<file path="src/rtl/kfi_pkg.sv">
// Shared types, constants and the easing coefficient table of the keyframe interpolator.
package kfi_pkg;

  localparam int TIME_BITS     = 16;
  localparam int VALUE_BITS    = 32;
  localparam int FRAC_BITS     = 16;
  localparam int MAX_KEYFRAMES = 64;
  localparam int INDEX_BITS    = 6;
  localparam int COUNT_BITS    = 7;
  localparam int CFG_IDX_BITS  = 2;
  localparam int CFG_DATA_BITS = 32;
  localparam int EASE_STEPS    = 5;
  localparam int COEF_BITS     = 9;

  localparam logic CMD_WRITE = 1'b0;
  localparam logic CMD_QUERY = 1'b1;

  localparam logic [1:0] ST_OK    = 2'd0;
  localparam logic [1:0] ST_WRITE = 2'd1;
  localparam logic [1:0] ST_RANGE = 2'd2;

  typedef enum logic [CFG_IDX_BITS-1:0] {
    CFG_COUNT,
    CFG_DURATION,
    CFG_STANDARD,
    CFG_MODE
  } kfi_cfg_e;

  typedef struct packed {
    logic                         cmd;
    logic [INDEX_BITS-1:0]        entry_index;
    logic [TIME_BITS-1:0]         key_position;
    logic signed [VALUE_BITS-1:0] key_value;
    logic                         ease_toward;
    logic                         ease_away;
    logic [TIME_BITS-1:0]         query_time;
  } kfi_in_t;

  typedef struct packed {
    logic signed [VALUE_BITS-1:0] result_value;
    logic                         on_keyframe;
    logic [1:0]                   status;
  } kfi_out_t;

  typedef struct packed {
    logic [TIME_BITS-1:0]         pos;
    logic signed [VALUE_BITS-1:0] value;
    logic                         away;
    logic                         toward;
  } kfi_entry_t;

  localparam int ENTRY_BITS = $bits(kfi_entry_t);

  typedef enum logic [3:0] {
    S_IDLE,
    S_DISPATCH,
    S_STEP_SCAN,
    S_LIN_SCAN,
    S_LIN_PAIR,
    S_DIVIDE,
    S_EASE_SEL,
    S_EASE_MUL,
    S_EASE_ADD,
    S_EASE_CLAMP,
    S_MIX_MUL,
    S_MIX_ADD,
    S_FINISH
  } kfi_state_e;

  typedef enum logic [2:0] {
    RES_HOLD,
    RES_NONE,
    RES_WRITE,
    RES_RANGE,
    RES_STD,
    RES_KEY,
    RES_PAIR,
    RES_MIX
  } kfi_res_e;

  typedef enum logic [1:0] {
    IDX_HOLD,
    IDX_LOAD,
    IDX_INC,
    IDX_DEC
  } kfi_idx_e;

  typedef enum logic [2:0] {
    T_HOLD,
    T_ZERO,
    T_ONE,
    T_SHIFT,
    T_CLAMP
  } kfi_t_e;

  typedef enum logic [1:0] {
    ACC_HOLD,
    ACC_INIT,
    ACC_STEP
  } kfi_acc_e;

  typedef enum logic [1:0] {
    EASE_NONE,
    EASE_SMOOTH,
    EASE_IN,
    EASE_OUT
  } kfi_ease_e;

  typedef struct packed {
    logic     ram_we;
    logic     latch_query;
    kfi_idx_e idx_op;
    logic     capture_pair;
    logic     div_init;
    logic     div_step;
    kfi_t_e   t_op;
    kfi_acc_e acc_op;
    logic     mul_en;
    logic     mul_mix;
    kfi_res_e res_op;
    logic     load_out;
  } kfi_cmd_t;

  typedef struct packed {
    logic time_over;
    logic linear;
    logic count_zero;
    logic idx_zero;
    logic step_hit;
    logic lin_hit;
    logic lin_pass;
    logic lin_end;
    logic same_val;
    logic rel_le0;
    logic rel_ge_span;
    logic div_last;
    logic ease_bypass;
    logic ease_last;
  } kfi_stat_t;

  // Horner coefficients in whole units, step 0 is the leading term.
  function automatic logic signed [COEF_BITS-1:0] ease_coef(kfi_ease_e kind,
                                                            logic [2:0] step);
    logic signed [COEF_BITS-1:0] c;
    c = '0;
    unique case (kind)
      EASE_SMOOTH: begin
        unique case (step)
          3'd0:    c = 9'sd6;
          3'd1:    c = -9'sd15;
          3'd2:    c = 9'sd10;
          default: c = '0;
        endcase
      end
      EASE_IN: begin
        unique case (step)
          3'd0:    c = 9'sd48;
          3'd1:    c = -9'sd64;
          3'd2:    c = 9'sd24;
          default: c = '0;
        endcase
      end
      EASE_OUT: begin
        unique case (step)
          3'd0:    c = 9'sd48;
          3'd1:    c = -9'sd176;
          3'd2:    c = 9'sd248;
          3'd3:    c = -9'sd168;
          3'd4:    c = 9'sd56;
          3'd5:    c = -9'sd7;
          default: c = '0;
        endcase
      end
      EASE_NONE: c = '0;
      default:   c = '0;
    endcase
    return c;
  endfunction

endpackage

</file>
<file path="src/rtl/kfi_ctrl.sv">
// Controller: sequences writes, table scans, division, easing and the output register.
module kfi_ctrl (
  input  logic               clk_i,
  input  logic               rst_ni,
  input  logic               in_valid_i,
  input  logic               in_cmd_i,
  input  logic               out_stall_i,
  input  kfi_pkg::kfi_stat_t stat_i,
  output kfi_pkg::kfi_cmd_t  cmd_o,
  output logic               in_stall_o,
  output logic               out_valid_o
);

  kfi_pkg::kfi_state_e state_q, state_d;
  logic                out_valid_q, out_valid_d;
  logic                out_free;

  assign out_free = !out_valid_q || !out_stall_i;

  always_comb begin
    state_d = state_q;
    unique case (state_q)
      kfi_pkg::S_IDLE: begin
        if (in_valid_i) begin
          state_d = (in_cmd_i == kfi_pkg::CMD_WRITE) ? kfi_pkg::S_FINISH
                                                      : kfi_pkg::S_DISPATCH;
        end
      end
      kfi_pkg::S_DISPATCH: begin
        priority if (stat_i.time_over) begin
          state_d = kfi_pkg::S_FINISH;
        end else if (stat_i.linear) begin
          state_d = kfi_pkg::S_LIN_SCAN;
        end else if (stat_i.count_zero) begin
          state_d = kfi_pkg::S_FINISH;
        end else begin
          state_d = kfi_pkg::S_STEP_SCAN;
        end
      end
      kfi_pkg::S_STEP_SCAN: begin
        if (stat_i.step_hit || stat_i.idx_zero) begin
          state_d = kfi_pkg::S_FINISH;
        end
      end
      kfi_pkg::S_LIN_SCAN: begin
        priority if (stat_i.lin_hit) begin
          state_d = kfi_pkg::S_FINISH;
        end else if (stat_i.lin_pass) begin
          if (stat_i.lin_end) begin
            state_d = kfi_pkg::S_FINISH;
          end
        end else begin
          state_d = kfi_pkg::S_LIN_PAIR;
        end
      end
      kfi_pkg::S_LIN_PAIR: begin
        priority if (stat_i.same_val) begin
          state_d = kfi_pkg::S_FINISH;
        end else if (stat_i.rel_le0 || stat_i.rel_ge_span) begin
          state_d = kfi_pkg::S_EASE_SEL;
        end else begin
          state_d = kfi_pkg::S_DIVIDE;
        end
      end
      kfi_pkg::S_DIVIDE: begin
        if (stat_i.div_last) begin
          state_d = kfi_pkg::S_EASE_SEL;
        end
      end
      kfi_pkg::S_EASE_SEL: begin
        state_d = stat_i.ease_bypass ? kfi_pkg::S_MIX_MUL : kfi_pkg::S_EASE_MUL;
      end
      kfi_pkg::S_EASE_MUL:   state_d = kfi_pkg::S_EASE_ADD;
      kfi_pkg::S_EASE_ADD: begin
        state_d = stat_i.ease_last ? kfi_pkg::S_EASE_CLAMP : kfi_pkg::S_EASE_MUL;
      end
      kfi_pkg::S_EASE_CLAMP: state_d = kfi_pkg::S_MIX_MUL;
      kfi_pkg::S_MIX_MUL:    state_d = kfi_pkg::S_MIX_ADD;
      kfi_pkg::S_MIX_ADD:    state_d = kfi_pkg::S_FINISH;
      kfi_pkg::S_FINISH: begin
        if (out_free) begin
          state_d = kfi_pkg::S_IDLE;
        end
      end
      default: state_d = kfi_pkg::S_IDLE;
    endcase
  end

  always_comb begin
    cmd_o.ram_we       = 1'b0;
    cmd_o.latch_query  = 1'b0;
    cmd_o.idx_op       = kfi_pkg::IDX_HOLD;
    cmd_o.capture_pair = 1'b0;
    cmd_o.div_init     = 1'b0;
    cmd_o.div_step     = 1'b0;
    cmd_o.t_op         = kfi_pkg::T_HOLD;
    cmd_o.acc_op       = kfi_pkg::ACC_HOLD;
    cmd_o.mul_en       = 1'b0;
    cmd_o.mul_mix      = 1'b0;
    cmd_o.res_op       = kfi_pkg::RES_HOLD;
    cmd_o.load_out     = 1'b0;
    unique case (state_q)
      kfi_pkg::S_IDLE: begin
        if (in_valid_i) begin
          if (in_cmd_i == kfi_pkg::CMD_WRITE) begin
            cmd_o.ram_we = 1'b1;
            cmd_o.res_op = kfi_pkg::RES_WRITE;
          end else begin
            cmd_o.latch_query = 1'b1;
          end
        end
      end
      kfi_pkg::S_DISPATCH: begin
        priority if (stat_i.time_over) begin
          cmd_o.res_op = kfi_pkg::RES_RANGE;
        end else if (!stat_i.linear && stat_i.count_zero) begin
          cmd_o.res_op = kfi_pkg::RES_STD;
        end else begin
          cmd_o.idx_op = kfi_pkg::IDX_LOAD;
        end
      end
      kfi_pkg::S_STEP_SCAN: begin
        priority if (stat_i.step_hit) begin
          cmd_o.res_op = kfi_pkg::RES_KEY;
        end else if (stat_i.idx_zero) begin
          cmd_o.res_op = kfi_pkg::RES_STD;
        end else begin
          cmd_o.idx_op = kfi_pkg::IDX_DEC;
        end
      end
      kfi_pkg::S_LIN_SCAN: begin
        priority if (stat_i.lin_hit) begin
          cmd_o.res_op = kfi_pkg::RES_KEY;
        end else if (stat_i.lin_pass) begin
          if (stat_i.lin_end) begin
            cmd_o.res_op = kfi_pkg::RES_NONE;
          end else begin
            cmd_o.idx_op = kfi_pkg::IDX_INC;
          end
        end else begin
          cmd_o.capture_pair = 1'b1;
        end
      end
      kfi_pkg::S_LIN_PAIR: begin
        priority if (stat_i.same_val) begin
          cmd_o.res_op = kfi_pkg::RES_PAIR;
        end else if (stat_i.rel_le0) begin
          cmd_o.t_op = kfi_pkg::T_ZERO;
        end else if (stat_i.rel_ge_span) begin
          cmd_o.t_op = kfi_pkg::T_ONE;
        end else begin
          cmd_o.div_init = 1'b1;
          cmd_o.t_op     = kfi_pkg::T_ZERO;
        end
      end
      kfi_pkg::S_DIVIDE: begin
        cmd_o.div_step = 1'b1;
        cmd_o.t_op     = kfi_pkg::T_SHIFT;
      end
      kfi_pkg::S_EASE_SEL:   cmd_o.acc_op = kfi_pkg::ACC_INIT;
      kfi_pkg::S_EASE_MUL:   cmd_o.mul_en = 1'b1;
      kfi_pkg::S_EASE_ADD:   cmd_o.acc_op = kfi_pkg::ACC_STEP;
      kfi_pkg::S_EASE_CLAMP: cmd_o.t_op   = kfi_pkg::T_CLAMP;
      kfi_pkg::S_MIX_MUL: begin
        cmd_o.mul_en  = 1'b1;
        cmd_o.mul_mix = 1'b1;
      end
      kfi_pkg::S_MIX_ADD:    cmd_o.res_op = kfi_pkg::RES_MIX;
      kfi_pkg::S_FINISH:     cmd_o.load_out = out_free;
      default:               cmd_o.load_out = 1'b0;
    endcase
  end

  // hold the result until taken
  always_comb begin
    out_valid_d = out_valid_q;
    if ((state_q == kfi_pkg::S_FINISH) && out_free) begin
      out_valid_d = 1'b1;
    end else if (out_valid_q && !out_stall_i) begin
      out_valid_d = 1'b0;
    end
  end

  always_ff @(posedge clk_i or negedge rst_ni) begin
    if (!rst_ni) begin
      state_q     <= kfi_pkg::S_IDLE;
      out_valid_q <= 1'b0;
    end else begin
      state_q     <= state_d;
      out_valid_q <= out_valid_d;
    end
  end

  assign in_stall_o  = (state_q != kfi_pkg::S_IDLE);
  assign out_valid_o = out_valid_q;

endmodule

</file>
<file path="config.mk">
export PLATFORM = sky130hd
export DESIGN_NAME = kfi_ctrl
export DESIGN_NICKNAME = d
export VERILOG_FILES = /design/src/rtl/kfi_pkg.sv /design/src/rtl/kfi_ctrl.sv
export SDC_FILE = /design/constraint.sdc
export NUM_CORES = 1
export LEC_CHECK = 0
export ABC_CLOCK_PERIOD_IN_PS = 1590
export BUFFER_PORTS_ARGS = -buffer_cell sky130_fd_sc_hd__buf_2
export CORE_UTILIZATION = 40
export CTS_CLUSTER_SIZE = 28
export DETAILED_ROUTE_END_ITERATION = 12
export GPL_ROUTABILITY_DRIVEN = 0
export PLACE_DENSITY = 0.75
export SYNTH_ARGS = -nofsm -noshare
export SYNTH_HDL_FRONTEND = slang
export SYNTH_SLANG_ARGS = --single-unit
</file>
<file path="constraint.sdc">
create_clock -name clk_i -period 1.59 [get_ports clk_i]
set_clock_uncertainty 0.05 [all_clocks]
set_input_delay 0.3975 -clock clk_i [delete_from_list [all_inputs] [get_ports clk_i]]
set_output_delay 0.3975 -clock clk_i [all_outputs]
set_load 0.01 [all_outputs]
</file>
==> metrics <==
outcome=complete, but fails checks; sequential fraction of the synthesis area=0.164; Final Cell Area=around 1400 um^2; leading cell type in the layout, fill and taps excluded=buf_2; unrepaired setup endpoints after global routing=yes; CTS tree=yes; dpl hpwl=approximately 2300 um; critical path's slowest cell=dfrtp_1; Tcrit/Tclk final=1.28; final critical path time including I/O delays and setup=roughly 2.0 ns; I/O Pins=39; synthesized flop and latch total=5; Highest Clock Rate=491 MHz; Synth Warn #=0; total track usage=0.333; CP Data Arrival Time=~1.6 ns; failing checks=negative setup slack; CTS Buf Count=3; Buf/Inv on CP=1; clock buffer depth=2; R2R Setup Slk=-0.18 ns; DRC violations left=0; Final Hold Slack=approximately 0.34 ns; Die ar.=2090 um^2; Layout area overhead=81.2%; clk sinks=5; final count of hold timing violations=0; Pre-Repair DR Iteration Count=4; Mean Syn Cell Area=roughly 6.7 um^2; area of the multi-input gates=658 um^2; worst path required time=around 1.1 ns; vias=between 1000 and 1500; clock tree root driver cell=clkbuf_4; slew margin rel.=0.760; Final Max Tran Viols=0; delay of the slowest critical-path stage=0.42 ns; per-cell routed wire length=roughly 16 um; # H-tree levels=1; Worst-path clk slew=roughly 0.06 ns; Core ar.=~1800 um^2; Crit Path Class=register to output pin; num rows=15; global-route wire length before repair=between 4000 and 5000 um; post-synthesis instance area=between 700 and 800 um^2; net total in the final layout=207; Worst Tran Pin Value=approximately 0.36 ns; DP Area=roughly 1200 um^2; CP Launch Type=register; width of the die=45.7 um; Top delay family on crit path=simple AND/OR/NAND/NOR gates; vias in the first global route=1097; crit-path max FO=4; Antenna Nets Post-Route=0; Antenna Cells=0; Netlist cell types=39; Worst VDD drop=between 0.001 and 0.0015 V; Port-buffer cells=38; element type at the critical path end=output pin; largest net degree at the start of global routing=16; die height=45.7 um; initial antenna violation count=0; total wire length=between 3000 and 4000 um; starting density of the core=0.433; Post-Synthesis Cells=~110; Filler cells=133; Pleak=~0.7 nW; initial drt markers=45; max_cap viols=0; setup violators final=23; fraction of layout cells with a size suffix above 1=0.599; vias per inst=5.83; storage element area=126 um^2; CP Cell Sequence=or2_4 > or3_4 > nor3_4 > buf_2; post-synth net total=roughly 130; PwrDens=1900 nW/um^2; grt ovf=0; final worst setup slack=-0.447 ns; latest clock arrival within the worst-skew pair=between 0.2 and 0.3 ns; commonest non-fill, non-tap cells in the layout=buf_2, buf_4, nor2_1; worst hold path class=primary input to register
## per-layer routing
metal | vias to the layer above | track usage | wire length [um]
li1 | 557 | - | -
met1 | 573 | 0.423 | 1260
met2 | 93 | 0.577 | 1650
met3 | 12 | 0.0635 | 329
met4 | 0 | 0.0824 | 77
met5 | - | 0 | 0
## registers in the layout (all words and copies together), names as in the netlist
signal,flops
out_valid_o,1
state_q,4
## Yosys cell counts (all sizes together)
library cell  number  area share
o21ai              8       0.052
and3               1      0.0082
and2               1      0.0082
o32ai              2       0.023
o22a               1       0.011
nor2b              3       0.025
buf                8       0.072
a211oi             3       0.029
nand4              1      0.0082
inv                4       0.020
a221oi             1       0.020
nand2             15       0.074
a31oi              2       0.016
nand3              4       0.026
nor3               2       0.028
a21oi              7       0.046
nor4               1       0.016
o2bb2ai            1       0.011
o22ai              2       0.016
a221o              1       0.013
nor2              22        0.11
or3                1       0.015
or2                4       0.036
o21a               1      0.0098
dfrtp              5        0.16
o21bai             2       0.025
o221ai             4       0.054
nand2b             5       0.051
o211ai             1      0.0098
clkbuf             1      0.0049
## worst register-to-register path, delay by kind of cell (launching register included)
family	cells	cell delay, ns
DFF	1	0.42
AOI/OAI and AO/OA	1	0.15
and+or+nand+nor	4	0.65
buffers and inverters	3	0.43
## layout make-up
class,count,area share
multi-input cells,96,0.475
repair buffers,78,0.381
flip-flops and latches,5,0.0912
well taps,25,0.0226
clock buffers,4,0.0190
inverters,4,0.0108
## what timing repair did
item / CTS / global route
hold buffers: 1 / 0
endpoints found under the setup margin: 23 / 23
endpoints found under the hold margin: 5 / 0
resized for setup: 18 / 16
setup buffers: 5 / 4
pin swaps: 9 / 4
## final timing paths
| check | to | depth (start not counted) | start |
|---|---|---|---|
| setup / recovery | cmd_o[12] | 4 | state_q[1]$_DFFE_PN0P_ |
| hold / removal | out_valid_o$_DFFE_PN0P_ | 3 | out_stall_i |
| setup reg to reg | state_q[3]$_DFFE_PN0P_ | 8 | state_q[1]$_DFFE_PN0P_ |
| hold reg to reg | out_valid_o$_DFFE_PN0P_ | 2 | out_valid_o$_DFFE_PN0P_ |
| max in group asynchronous | state_q[2]$_DFFE_PN0P_ | 2 | rst_ni |
| min in group asynchronous | out_valid_o$_DFFE_PN0P_ | 2 | rst_ni |
## kinds of logic (layout without fill, tap and decap cells)
group / Yosys count / after routing / synth area share
buffers and inverters: 13 / 86 / 0.0965
DFF: 5 / 5 / 0.164
and+or+nand+nor: 60 / 60 / 0.403
AOI/OAI and AO/OA: 36 / 36 / 0.337
## power breakdown
group / switching, mW / leakage, nW / internal [mW]
Combinational: 1.10 / 0.616 / 1.09
Sequential: 0.0724 / 0.0625 / 0.192
Clock: 0.0715 / 0.0150 / 0.0962
## metrics by stage
step	utilization	power (mW)	TNS [ns]	worst slack (ns)	std cells
finish	0.785	2.63	-5.97	-0.447	212
global route	0.785	2.76	-7.06	-0.489	212
CTS	0.748	2.36	-5.72	-0.419	209
detailed placement	0.670	1.97	-1.56	-0.156	199
global placement	0.670	1.91	-0.932	-0.116	199
floorplan	-	1.23	-0.302	-0.0808	114
(Power assumes the default switching activity.)
